## src/opl2rwp_ram.sv

```systemverilog
// Generic single-write, single-read RAM with a registered read port.
// No dependencies.
`default_nettype none

module opl2rwp_ram #(
  parameter int unsigned Width = 8,
  parameter int unsigned Depth = 256
) (
  input  wire logic                     clk_i,
  input  wire logic                     we_i,
  input  wire logic [$clog2(Depth)-1:0] waddr_i,
  input  wire logic [Width-1:0]         wdata_i,
  input  wire logic                     re_i,
  input  wire logic [$clog2(Depth)-1:0] raddr_i,
  output logic      [Width-1:0]         rdata_o
);

  logic [Width-1:0] mem_q [Depth];
  logic [Width-1:0] rdata_q;

  always_ff @(posedge clk_i) begin
    if (we_i) begin
      mem_q[waddr_i] <= wdata_i;
    end
    if (re_i) begin
      rdata_q <= mem_q[raddr_i];
    end
  end

  assign rdata_o = rdata_q;

endmodule

`default_nettype wire

```

## config.mk

```make
export PLATFORM = sky130hd
export DESIGN_NAME = opl2rwp_ram
export DESIGN_NICKNAME = d
export VERILOG_FILES = /design/src/opl2rwp_ram.sv
export SDC_FILE = /design/constraint.sdc
export NUM_CORES = 2
export LEC_CHECK = 0
export BUFFER_PORTS_ARGS = -buffer_cell sky130_fd_sc_hd__clkbuf_2
export CAP_MARGIN = 20
export CORE_UTILIZATION = 33
export DETAILED_ROUTE_END_ITERATION = 10
export PLACE_DENSITY = 0.46
export SYNTH_ARGS = -nofsm -noshare
export SYNTH_HDL_FRONTEND = slang
export SYNTH_SLANG_ARGS = --single-unit
```

## constraint.sdc

```tcl
create_clock -name clk_i -period 4.4 [get_ports clk_i]
set_clock_uncertainty 0.1 [all_clocks]
set_input_delay 0.66 -clock clk_i [delete_from_list [all_inputs] [get_ports clk_i]]
set_output_delay 0.66 -clock clk_i [all_outputs]
set_load 0.02 [all_outputs]
```

==> impl_metrics.sql <==
INSERT INTO impl_metrics (metric_group, metric, value, unit) VALUES
('clock_tree', 'cts_root_buffer', 'sky130_fd_sc_hd__clkbuf_16', ''),
('synth', 'syn_avg_cell_area', '21.3', 'um2'),
('grt', 'met2_use_gr', '29.4', '%'),
('timing', 'final-setup-viol-count', '0', ''),
('synth', 'post_synth_instance_area', '79600', 'um2'),
('synth', 'synth.net_count', '3760', ''),
('placement', 'dp_hpwl', '139000', 'um'),
('final_layout', 'multi_input_area', '16500', 'um2'),
('clock_tree', 'cts-root-to-sink-buffers', '3', ''),
('final_layout', 'nets', '4020', ''),
('power', 'vdd_ir_drop_max', '0.323', 'mV'),
('routing', 'number_of_vias_per_cell_after_detailed_routing', '5.29', ''),
('power', 'power_switching_share', '21.5', '%'),
('worst_setup_path', 'critical_path.cell_chain', 'buf_8 -> buf_12 -> buf_4 -> mux4_2 -> nor2b_1 -> a211oi_1 -> nor2_1 -> nor4_1 -> nor4_2', ''),
('routing', 'routed_wire_length_per_instance', '30.3', 'um'),
('synth', 'synth-warning-count', '0', ''),
('power', 'seq_power_share', '51.7', '%'),
('worst_setup_path', 'cp-start-kind', 'primary input', ''),
('synth', 'synth.lib_cells_used.distinct', '54', ''),
('timing', 'finalWorstPathRequiredPeriod', '3.56', 'ns'),
('timing', 'final-hold-violation-count', '0', ''),
('synth', 'yosys.cell_count.top_type', 'sky130_fd_sc_hd__edfxtp_1', ''),
('timing', 'worst-slew-pin-transition', '1.12', 'ns'),
('flow_run', 'cap_violations', '0', ''),
('worst_setup_path', 'cpPeakStageDelay', '0.93', 'ns'),
('grt', 'globalRoute.busiestLayer', 'met2', ''),
('clock_tree', 'clk-insertion-delay-late', '0.86', 'ns'),
('clock_tree', 'cts_hold_buf', '0', ''),
('routing', 'detailedRoute.firstPassIterationCount', '5', ''),
('clock_tree', 'cts_sinks', '2056', ''),
('status', 'outcome', 'finished clean', ''),
('clock_tree', 'cts_post_setup_buffers_inserted', '0', ''),
('synth', 'number_of_synthesized_flops_with_an_enable_pin', '2056', ''),
('power', 'clock_power_share', '43.3', '%'),
('routing', 'route.vias.total', '38800', ''),
('final_layout', 'syn_to_final_growth', '15.2', '%'),
('floorplan', 'rows', '179', ''),
('final_layout', 'fillers', '21600', ''),
('floorplan', 'width_of_the_die', '493', 'um'),
('grt', 'global_route.overflow_total', '0', ''),
('routing', 'wirelength', '222000', 'um'),
('synth', 'netlist_top_cells_area', 'sky130_fd_sc_hd__edfxtp_1 (78%), sky130_fd_sc_hd__mux4_2 (13%), sky130_fd_sc_hd__mux2i_1 (1.7%), sky130_fd_sc_hd__nor2_1 (1.3%), sky130_fd_sc_hd__a22oi_1 (1.3%)', ''),
('synth', 'yosys.area.top_type_share', '77.5', '%'),
('worst_setup_path', 'worst-endpoint-required', '4.86', 'ns'),
('grt', 'global_route.usage.met3', '2.47', '%'),
('timing', 'finalWorstSetupSlack', '0.842', 'ns'),
('timing', 'finalCritPeriodShare', '80.9', '%'),
('floorplan', 'dieArea', '243000', 'um2'),
('routing', 'first_iter_violations', '3787', ''),
('power', 'static-leakage-power', '28.2', 'nW'),
('synth', 'ys_seq_area_share', '77.5', '%'),
('timing', 'final_slew_violations', '0', ''),
('worst_setup_path', 'worst_ep_arrival_time', '4.02', 'ns'),
('routing', 'final_antenna_net_count', '0', ''),
('placement', 'number_of_i_o_port_buffers', '34', ''),
('clock_tree', 'cts_buffers', '212', ''),
('worst_setup_path', 'cp_top_family', 'simple AND/OR/NAND/NOR gates', ''),
('power', 'p_int', '0.0328', 'W'),
('power', 'power.share.combinational', '5.0', '%'),
('floorplan', 'number_of_primary_i_o_pins', '35', ''),
('placement', 'pre_cts_worst_setup_slack', '-0.00950', 'ns'),
('grt', 'grt_first_pass_wirelength', '313000', 'um'),
('synth', 'asyncSetResetFlopFracSynth', '0', '%'),
('placement', 'finalWeightedCongestion', '0.793', ''),
('power', 'power-per-cell-area', '456', 'nW/um2'),
('synth', 'synthFlopType', 'sky130_fd_sc_hd__edfxtp_1', ''),
('timing', 'grt_setup_unrepaired', 'false', ''),
('synth', 'yosys_register_bits', '2056', ''),
('floorplan', 'die_height', '493', 'um'),
('synth', 'post_synth_inst_count', '3733', ''),
('power', 'p_switching', '0.00900', 'W');
-- cells in the final DEF (no fill, tap or decap), drive strengths merged, types with 33 or more instances in the layout --
cell type,count
nand3,34
o221ai,47
clkinv,83
nand2,33
mux4,456
a22oi,133
nor2,282
clkbuf,290
a21oi,96
edfxtp,2056
mux2i,134
buf,257
-- cell families after synthesis --
logic type,share of synthesized area [%]
buf+inv,1.83
simple gates,2.63
flops,77.5
compound gates,3.42
mux,14.6
-- sequential cells by signal (all words and copies together) (netlist names) --
register,count
mem_q,2048
rdata_o,8
-- per-stage QoR --
step	total power [W]	hold slack (ns)	utilization, %	cell area [um2]	cells
6_report	0.0418	0.160	38.4	91700	7339
5_1_grt	0.0430	0.164	38.4	91700	7337
4_1_cts	0.0422	0.141	38.4	91700	7334
3_5_place_dp	0.0242	1.02	35.5	84800	6946
3_3_place_gp	0.0242	0.990	35.5	84800	6945
2_1_floorplan	0.0231	0.659	-	79600	3733
-- path summary, 6_finish.rpt --
path                              to              startpoint  cells after the start  slack, ns
max             rdata_o[2]$_DFFE_PP_              raddr_i[0]                      9       0.84
min          mem_q[182][7]$_DFFE_PP_              wdata_i[7]                      1       0.16
max reg2reg     rdata_o[2]$_DFFE_PP_  mem_q[77][2]$_DFFE_PP_                      6       1.22
min reg2reg     rdata_o[5]$_DFFE_PP_  mem_q[32][5]$_DFFE_PP_                      7       1.03
-- per-layer routing --
metal	wire length [um]	part of all wire, %	vias up
li1	-	-	16300
met1	100000	45	21300
met2	108000	49	1005
met3	9790	4.4	245
met4	4480	2.0	0
met5	0	0	-
-- power by group through the flow --
| stage | logic [W] | clock network (W) | registers (W) |
|---|---|---|---|
| floorplan | 0.00105 | 0 | 0.0220 |
| global placement | 0.00211 | 0 | 0.0220 |
| detailed placement | 0.00213 | 0 | 0.0220 |
| CTS | 0.00213 | 0.0185 | 0.0216 |
| global route | 0.00220 | 0.0191 | 0.0216 |
| finish | 0.00208 | 0.0181 | 0.0216 |
-- cell type report --
cell class	count	share of cell area, %
diodes	5	0.0136
well taps	3167	4.32
repair buffers	279	2.77
inverters	2	0.00818
clock buffers	268	6.15
flip-flops and latches	2056	67.3
clock inverters	120	1.40
multi-input cells	1442	18.0
Power figures use the tool's default switching activity.
