===== config.mk =====
export PLATFORM = sky130hd
export DESIGN_NAME = opl2rwp_cnt_bank
export DESIGN_NICKNAME = d
export VERILOG_FILES = /design/src/opl2rwp_pkg.sv /design/src/opl2rwp_cnt_bank.sv
export SDC_FILE = /design/constraint.sdc
export NUM_CORES = 1
export LEC_CHECK = 0
export BUFFER_PORTS_ARGS = -buffer_cell sky130_fd_sc_hd__buf_4
export CAP_MARGIN = 0
export CORE_ASPECT_RATIO = 1.75
export CORE_MARGIN = 2
export CORE_UTILIZATION = 45
export DETAILED_ROUTE_END_ITERATION = 8
export SLEW_MARGIN = 15
export SYNTH_ARGS = -nofsm -noshare
export SYNTH_HDL_FRONTEND = slang
export SYNTH_SLANG_ARGS = --single-unit

===== constraint.sdc =====
create_clock -name clk_i -period 3.3 [get_ports clk_i]
set_clock_uncertainty 0.2 [all_clocks]
set_input_delay 0.495 -clock clk_i [delete_from_list [all_inputs] [get_ports clk_i]]
set_output_delay 0.495 -clock clk_i [all_outputs]
set_load 0.05 [all_outputs]

===== src/opl2rwp_pkg.sv =====
// Shared types, constants and decode functions for the OPL2 register-write profiler.
// No dependencies; imported by the interfaces, the counter bank and the top level.
`default_nettype none

package opl2rwp_pkg;

  localparam int unsigned AddrW       = 8;
  localparam int unsigned DataW       = 8;
  localparam int unsigned ChanW       = 4;
  localparam int unsigned OutCountW   = 32;
  localparam int unsigned NumRegs     = 256;
  localparam int unsigned NumChannels = 9;
  localparam int unsigned NumCounters = 9;
  localparam int unsigned NumGroups   = 5;

  // Counter slots, in result order
  localparam int unsigned CntNoteOn  = 0;
  localparam int unsigned CntPitch   = 1;
  localparam int unsigned CntLive    = 2;
  localparam int unsigned CntGroup0  = 3;
  localparam int unsigned CntRhythm  = 8;

  // Register map of the sound chip
  localparam logic [AddrW-1:0] AddrOp1Lo    = 8'h20;
  localparam logic [AddrW-1:0] AddrOp1Hi    = 8'h95;
  localparam logic [AddrW-1:0] AddrOp2Lo    = 8'he0;
  localparam logic [AddrW-1:0] AddrOp2Hi    = 8'hf5;
  localparam logic [AddrW-1:0] AddrPitchLo  = 8'ha0;
  localparam logic [AddrW-1:0] AddrKeyLo    = 8'hb0;
  localparam logic [AddrW-1:0] AddrKeyHi    = 8'hb8;
  localparam logic [AddrW-1:0] AddrRhythm   = 8'hbd;
  localparam logic [DataW-1:0] RhythmMask   = 8'h3f;
  localparam int unsigned      KeyOnBit     = 5;
  localparam int unsigned      SlotW        = 5;

  typedef enum logic [1:0] {
    OP_WRITE          = 2'd0,
    OP_CLEAR_COUNTERS = 2'd1,
    OP_CLEAR_SHADOW   = 2'd2,
    OP_IDLE           = 2'd3
  } op_e;

  // Update request for the counter bank
  typedef struct packed {
    logic                   clear;
    logic [NumCounters-1:0] bump;
  } cnt_ctrl_t;

  typedef struct packed {
    logic             valid;
    logic [ChanW-1:0] chan;
  } slot_chan_t;

  // Map an operator slot to the channel that owns it
  function automatic slot_chan_t slot_channel(input logic [SlotW-1:0] slot);
    slot_chan_t r;
    r.valid = 1'b1;
    unique case (slot)
      5'd0,  5'd3:  r.chan = 4'd0;
      5'd1,  5'd4:  r.chan = 4'd1;
      5'd2,  5'd5:  r.chan = 4'd2;
      5'd8,  5'd11: r.chan = 4'd3;
      5'd9,  5'd12: r.chan = 4'd4;
      5'd10, 5'd13: r.chan = 4'd5;
      5'd16, 5'd19: r.chan = 4'd6;
      5'd17, 5'd20: r.chan = 4'd7;
      5'd18, 5'd21: r.chan = 4'd8;
      default: begin
        r.valid = 1'b0;
        r.chan  = 4'd0;
      end
    endcase
    return r;
  endfunction

  // Operator register group from the top address bits
  function automatic logic [2:0] group_of(input logic [AddrW-1:0] addr);
    logic [2:0] g;
    unique case (addr[7:5])
      3'd1:    g = 3'd0;
      3'd2:    g = 3'd1;
      3'd3:    g = 3'd2;
      3'd4:    g = 3'd3;
      default: g = 3'd4;
    endcase
    return g;
  endfunction

endpackage

`default_nettype wire


===== src/opl2rwp_cnt_bank.sv =====
// Bank of saturating event counters with synchronous clear.
// Depends on opl2rwp_pkg for the counter count and the control struct.
`default_nettype none

module opl2rwp_cnt_bank
  import opl2rwp_pkg::*;
#(
  parameter int unsigned CounterBits = 32
) (
  input  wire logic                 clk_i,
  input  wire logic                 rst_ni,
  input  wire logic                 en_i,
  input  wire cnt_ctrl_t            ctrl_i,
  output logic      [OutCountW-1:0] count_next_o [NumCounters]
);

  localparam int unsigned ExtW = (CounterBits > OutCountW) ? CounterBits : OutCountW;

  logic [CounterBits-1:0] cnt_q [NumCounters];
  logic [CounterBits-1:0] cnt_d [NumCounters];

  for (genvar i = 0; i < NumCounters; i++) begin : g_cnt
    logic [ExtW-1:0] ext;

    always_comb begin
      cnt_d[i] = cnt_q[i];
      if (ctrl_i.clear) begin
        cnt_d[i] = '0;
      end else if (ctrl_i.bump[i] && (cnt_q[i] != {CounterBits{1'b1}})) begin
        cnt_d[i] = cnt_q[i] + CounterBits'(1);
      end
    end

    always_ff @(posedge clk_i or negedge rst_ni) begin
      if (!rst_ni) begin
        cnt_q[i] <= '0;
      end else if (en_i) begin
        cnt_q[i] <= cnt_d[i];
      end
    end

    // Report the low bits, zero-extended for narrow counters
    assign ext             = ExtW'(cnt_d[i]);
    assign count_next_o[i] = ext[OutCountW-1:0];
  end

endmodule

`default_nettype wire


==> Flow_metrics.wiki <==
{| class="wikitable"
! Metric !! Value
|-
| Core area || 47700 sq um
|-
| Critical path buffer and inverter count || 2
|-
| Die height || 295 um
|-
| Final critical-path setup slack || -348 ps
|-
| Hold path startpoint || ctrl_i[6]
|-
| Die outline width || 170 um
|-
| Netlist cell types || 77
|-
| Number of top-level pins || 301
|-
| Largest registers || cnt_q (288)
|-
| Mean routed wirelength per cell || 20.7 um
|-
| Slew Limit Fails || 0
|-
| Area of the mapped netlist || 21700 sq um
|-
| Worst-Skew Late Latency || 540 ps
|-
| Number of cells on the worst reg-to-reg path || 16
|-
| Overall die area || 50100 sq um
|-
| Final Hold Fails || 0
|-
| Tmin final || 3650 ps
|-
| Worst Setup End Kind || output pin
|-
| Max-capacitance violation count || 0
|-
| Largest register FFs || 288
|-
| Worst flop-to-flop path startpoint || cnt_q[139]
|-
| Power consumption || 9.88 mW
|-
| Via count of the first global-routing pass || 23300
|-
| TritonCTS clock tree || built
|-
| Layout Area Growth over Synthesis || 55.9%
|-
| IO Port Bufs || 300
|-
| First-pass GRT wire length || 122000 um
|-
| Number of enable-type register cells in the synthesized netlist || 0
|-
| Sequential area share after synthesis || 33.2%
|-
| Slowest library cell on the worst path || sky130_fd_sc_hd__o31ai_4
|-
| Count of nets after finishing || 3438
|-
| Reg-to-reg setup timing slack || -10 ps
|-
| Maximum frequency from static timing analysis || 274 MHz
|-
| Power density over cell area || 292 nW/um^2
|-
| Capturing point of the worst reg2reg path || cnt_q[155]
|-
| Routed via count || 24600
|-
| Most frequent cells in the layout || 577 x sky130_fd_sc_hd__buf_4, 333 x sky130_fd_sc_hd__nor2_1, 253 x sky130_fd_sc_hd__buf_6
|-
| Most common cell after layout, fill and taps aside || sky130_fd_sc_hd__buf_4
|-
| Met2 wirelength from detailed routing || 43500 um
|-
| Clk sinks || 288
|-
| Stage delay of the slowest cell on the critical path || 410 ps
|-
| Critical path start-end classification || flop to output pin
|-
| Data arrival at the endpoint of the critical path || 2950 ps
|-
| Family of cells with the greatest summed delay on the critical path || simple AND/OR/NAND/NOR gates
|-
| Async set-or-reset flop fraction in the synthesized netlist || 100%
|-
| Total iterations of the first detailed-routing run || 5
|-
| Ratio of cells with drive above 1 in the final layout || 46.0%
|-
| Yosys warnings || 0
|-
| Initial antenna violation count || 0
|-
| Pin count of the biggest net entering global routing || 120
|-
| Routed Wire Length || 83500 um
|-
| Run status || finished, violations left
|-
| Total global routing track utilization || 29.9%
|-
| Top reg by flops || cnt_q
|-
| Sequence of cells on the critical path || nand4_1 > buf_4 > nor4_4 > nand3b_1 > o31ai_4 > xor2_2 > nor2_1 > buf_6
|-
| Vias/cell || 6.09
|-
| Ys flop type || sky130_fd_sc_hd__dfrtp_1
|-
| Maximum buffer depth of the clock tree || 3
|-
| Placement row count || 106
|-
| Hold worst-path end || cnt_q[65]
|-
| H-tree lvl count || 2
|-
| Transition at the pin with the smallest max-transition slack || 1030 ps
|-
| Final count of negative-setup-slack endpoints || 113
|-
| Total overflow reported by the global router || 0
|-
| Cells after Synth || 2743
|-
| Cts bufs inserted || 34
|-
| Clk slew on worst S/H paths || 60 ps
|-
| DP HPWL || 49800 um
|-
| Failing checks || negative setup slack
|-
| Maximum vdd ir drop || 0.000357 V
|-
| Weighted congestion at the end of routability-driven global placement || 0.900
|-
| Flops & latches, synth || 288
|-
| Metal3 WL || 4980 um
|-
| Post-layout instance area || 33900 sq um
|-
| Diodes inserted || 0
|-
| LEAKAGE || 14.2 nW
|-
| Cell area after placement || 25200 sq um
|-
| RSZ-0062 raised after global routing || true
|-
| Max-slew headroom || 31.2%
|-
| Top routing layer used || met4
|-
| Worst EP required || 2600 ps
|-
| Initial cell density of the core || 45.5%
|-
| Max FO, Critical Path || 4
|-
| Tcrit/Tclk final || 111%
|-
| Classification of the worst-slack hold path || primary input to flop
|-
| Count of routing violations after the opening detailed-route iteration || 1622
|-
| Syn avg cell area || 7.92 sq um
|-
| Hold Path Cell Cnt || 3
|-
| DRC violation count after routing || 0
|-
| Synth Net Count || 2765
|-
| Detail Route Antenna Nets || 0
|-
| Wire length the detailed router placed on met1 || 30500 um
|-
| CTS Root Buffer Type || sky130_fd_sc_hd__clkbuf_16
|-
| Type of element launching the critical path || flop
|-
| Filler cell count in the final layout || 3629
|}
[where the power goes]
part	internal, mW	switching [mW]
registers	3.70	0.223
logic	0.718	1.29
clock network	2.30	1.65
[stage by stage]
step	setup WS, ps	cells	hold WS, ps	TNS, ps	utilization [%]
final	-348	4034	109	-11470	70.9
after global routing	-344	4034	161	-24770	70.9
after CTS	-171	3880	64.3	-4180	63.0
after detailed placement	161	3568	301	0	52.8
after global placement	150	3568	302	0	52.8
after floorplan	0.975	2743	-0.591	0	-
[cell usage after synthesis, types with 5 or more instances]
| master | count | area share (%) |
|---|---|---|
| sky130_fd_sc_hd__o211ai_1 | 9 | 0.31 |
| sky130_fd_sc_hd__nor2b_1 | 31 | 0.89 |
| sky130_fd_sc_hd__a21o_1 | 6 | 0.21 |
| sky130_fd_sc_hd__dfrtp_1 | 288 | 33 |
| sky130_fd_sc_hd__o221ai_1 | 21 | 0.85 |
| sky130_fd_sc_hd__o21ai_0 | 66 | 1.5 |
| sky130_fd_sc_hd__a22o_1 | 7 | 0.28 |
| sky130_fd_sc_hd__nor3b_1 | 16 | 0.55 |
| sky130_fd_sc_hd__buf_2 | 30 | 0.69 |
| sky130_fd_sc_hd__o21a_1 | 8 | 0.28 |
| sky130_fd_sc_hd__xnor2_1 | 82 | 3.3 |
| sky130_fd_sc_hd__a31oi_1 | 14 | 0.40 |
| sky130_fd_sc_hd__or3_1 | 40 | 1.2 |
| sky130_fd_sc_hd__a21oi_1 | 60 | 1.4 |
| sky130_fd_sc_hd__nor4_1 | 27 | 0.78 |
| sky130_fd_sc_hd__nor2_1 | 409 | 7.1 |
| sky130_fd_sc_hd__xor2_1 | 124 | 5.0 |
| sky130_fd_sc_hd__ha_1 | 9 | 0.52 |
| sky130_fd_sc_hd__and4_1 | 29 | 1.2 |
| sky130_fd_sc_hd__nand3_1 | 238 | 5.5 |
| sky130_fd_sc_hd__nor4_2 | 6 | 0.35 |
| sky130_fd_sc_hd__nand4_1 | 117 | 3.4 |
| sky130_fd_sc_hd__and3_1 | 72 | 2.1 |
| sky130_fd_sc_hd__a311o_1 | 20 | 0.92 |
| sky130_fd_sc_hd__inv_1 | 56 | 0.97 |
| sky130_fd_sc_hd__buf_1 | 7 | 0.12 |
| sky130_fd_sc_hd__o311ai_0 | 64 | 2.6 |
| sky130_fd_sc_hd__mux2i_1 | 92 | 4.2 |
| sky130_fd_sc_hd__o2bb2ai_1 | 91 | 3.7 |
| sky130_fd_sc_hd__or4_1 | 18 | 0.62 |
| sky130_fd_sc_hd__or2_2 | 30 | 0.86 |
| sky130_fd_sc_hd__o22ai_1 | 6 | 0.17 |
| sky130_fd_sc_hd__a41oi_1 | 5 | 0.20 |
| sky130_fd_sc_hd__clkbuf_1 | 184 | 3.2 |
| sky130_fd_sc_hd__a211oi_1 | 5 | 0.17 |
| sky130_fd_sc_hd__nand2_1 | 246 | 4.3 |
| sky130_fd_sc_hd__o31ai_1 | 10 | 0.35 |
| sky130_fd_sc_hd__a221o_1 | 31 | 1.4 |
| sky130_fd_sc_hd__and2_1 | 24 | 0.69 |
| sky130_fd_sc_hd__nor3_1 | 82 | 1.9 |
[layout make-up]
cell class | count | area (sq um) | share of cell area, %
clock buffers | 53 | 1070 | 3.15
clock inverters | 7 | 60.1 | 0.177
inverters | 57 | 224 | 0.662
multi-input cells | 2176 | 16700 | 49.3
flip-flops and latches | 288 | 7360 | 21.7
well taps | 594 | 743 | 2.20
repair buffers | 859 | 7710 | 22.8
[worst min-delay path: stages]
cell	delay [ps]
sky130_fd_sc_hd__buf_4	140
sky130_fd_sc_hd__a32oi_1	100
sky130_fd_sc_hd__o21ai_0	60
[layer usage]
layer | vias to the layer above | track usage (%)
met5 | - | 0
met4 | 0 | 13.6
met3 | 284 | 4.87
met2 | 927 | 54.1
met1 | 12000 | 34.2
li1 | 11300 | -
[cell families after synthesis]
family	count (synthesis)	share of synthesized area, %
simple gates	1416	32.6
compound gates	451	16.1
flops	288	33.2
buf+inv	281	5.09
xor+xnor	206	8.31
mux	92	4.24
fa+ha+maj	9	0.518
[how the worst max path moves through the flow]
stage,start,endpoint,slack [ps],cells past startpoint
floorplan,cnt_q[8],count_next_o[5],1,7
CTS,cnt_q[237],count_next_o[227],-170,8
finish,cnt_q[242],count_next_o[255],-350,8
global placement,cnt_q[226],count_next_o[254],150,7
detailed placement,cnt_q[193],count_next_o[200],160,8
global route,cnt_q[247],count_next_o[247],-340,9
[what timing repair did]
item                                    4_1_cts  5_1_grt
resized for setup                           466      592
hold buffers                                  1        0
endpoints found under the hold margin        59        0
buffers inserted                            249      171
endpoints found under the setup margin      246      267
pin swaps                                   139      289
gates cloned                                  5        1
Power figures use the tool's default switching activity.
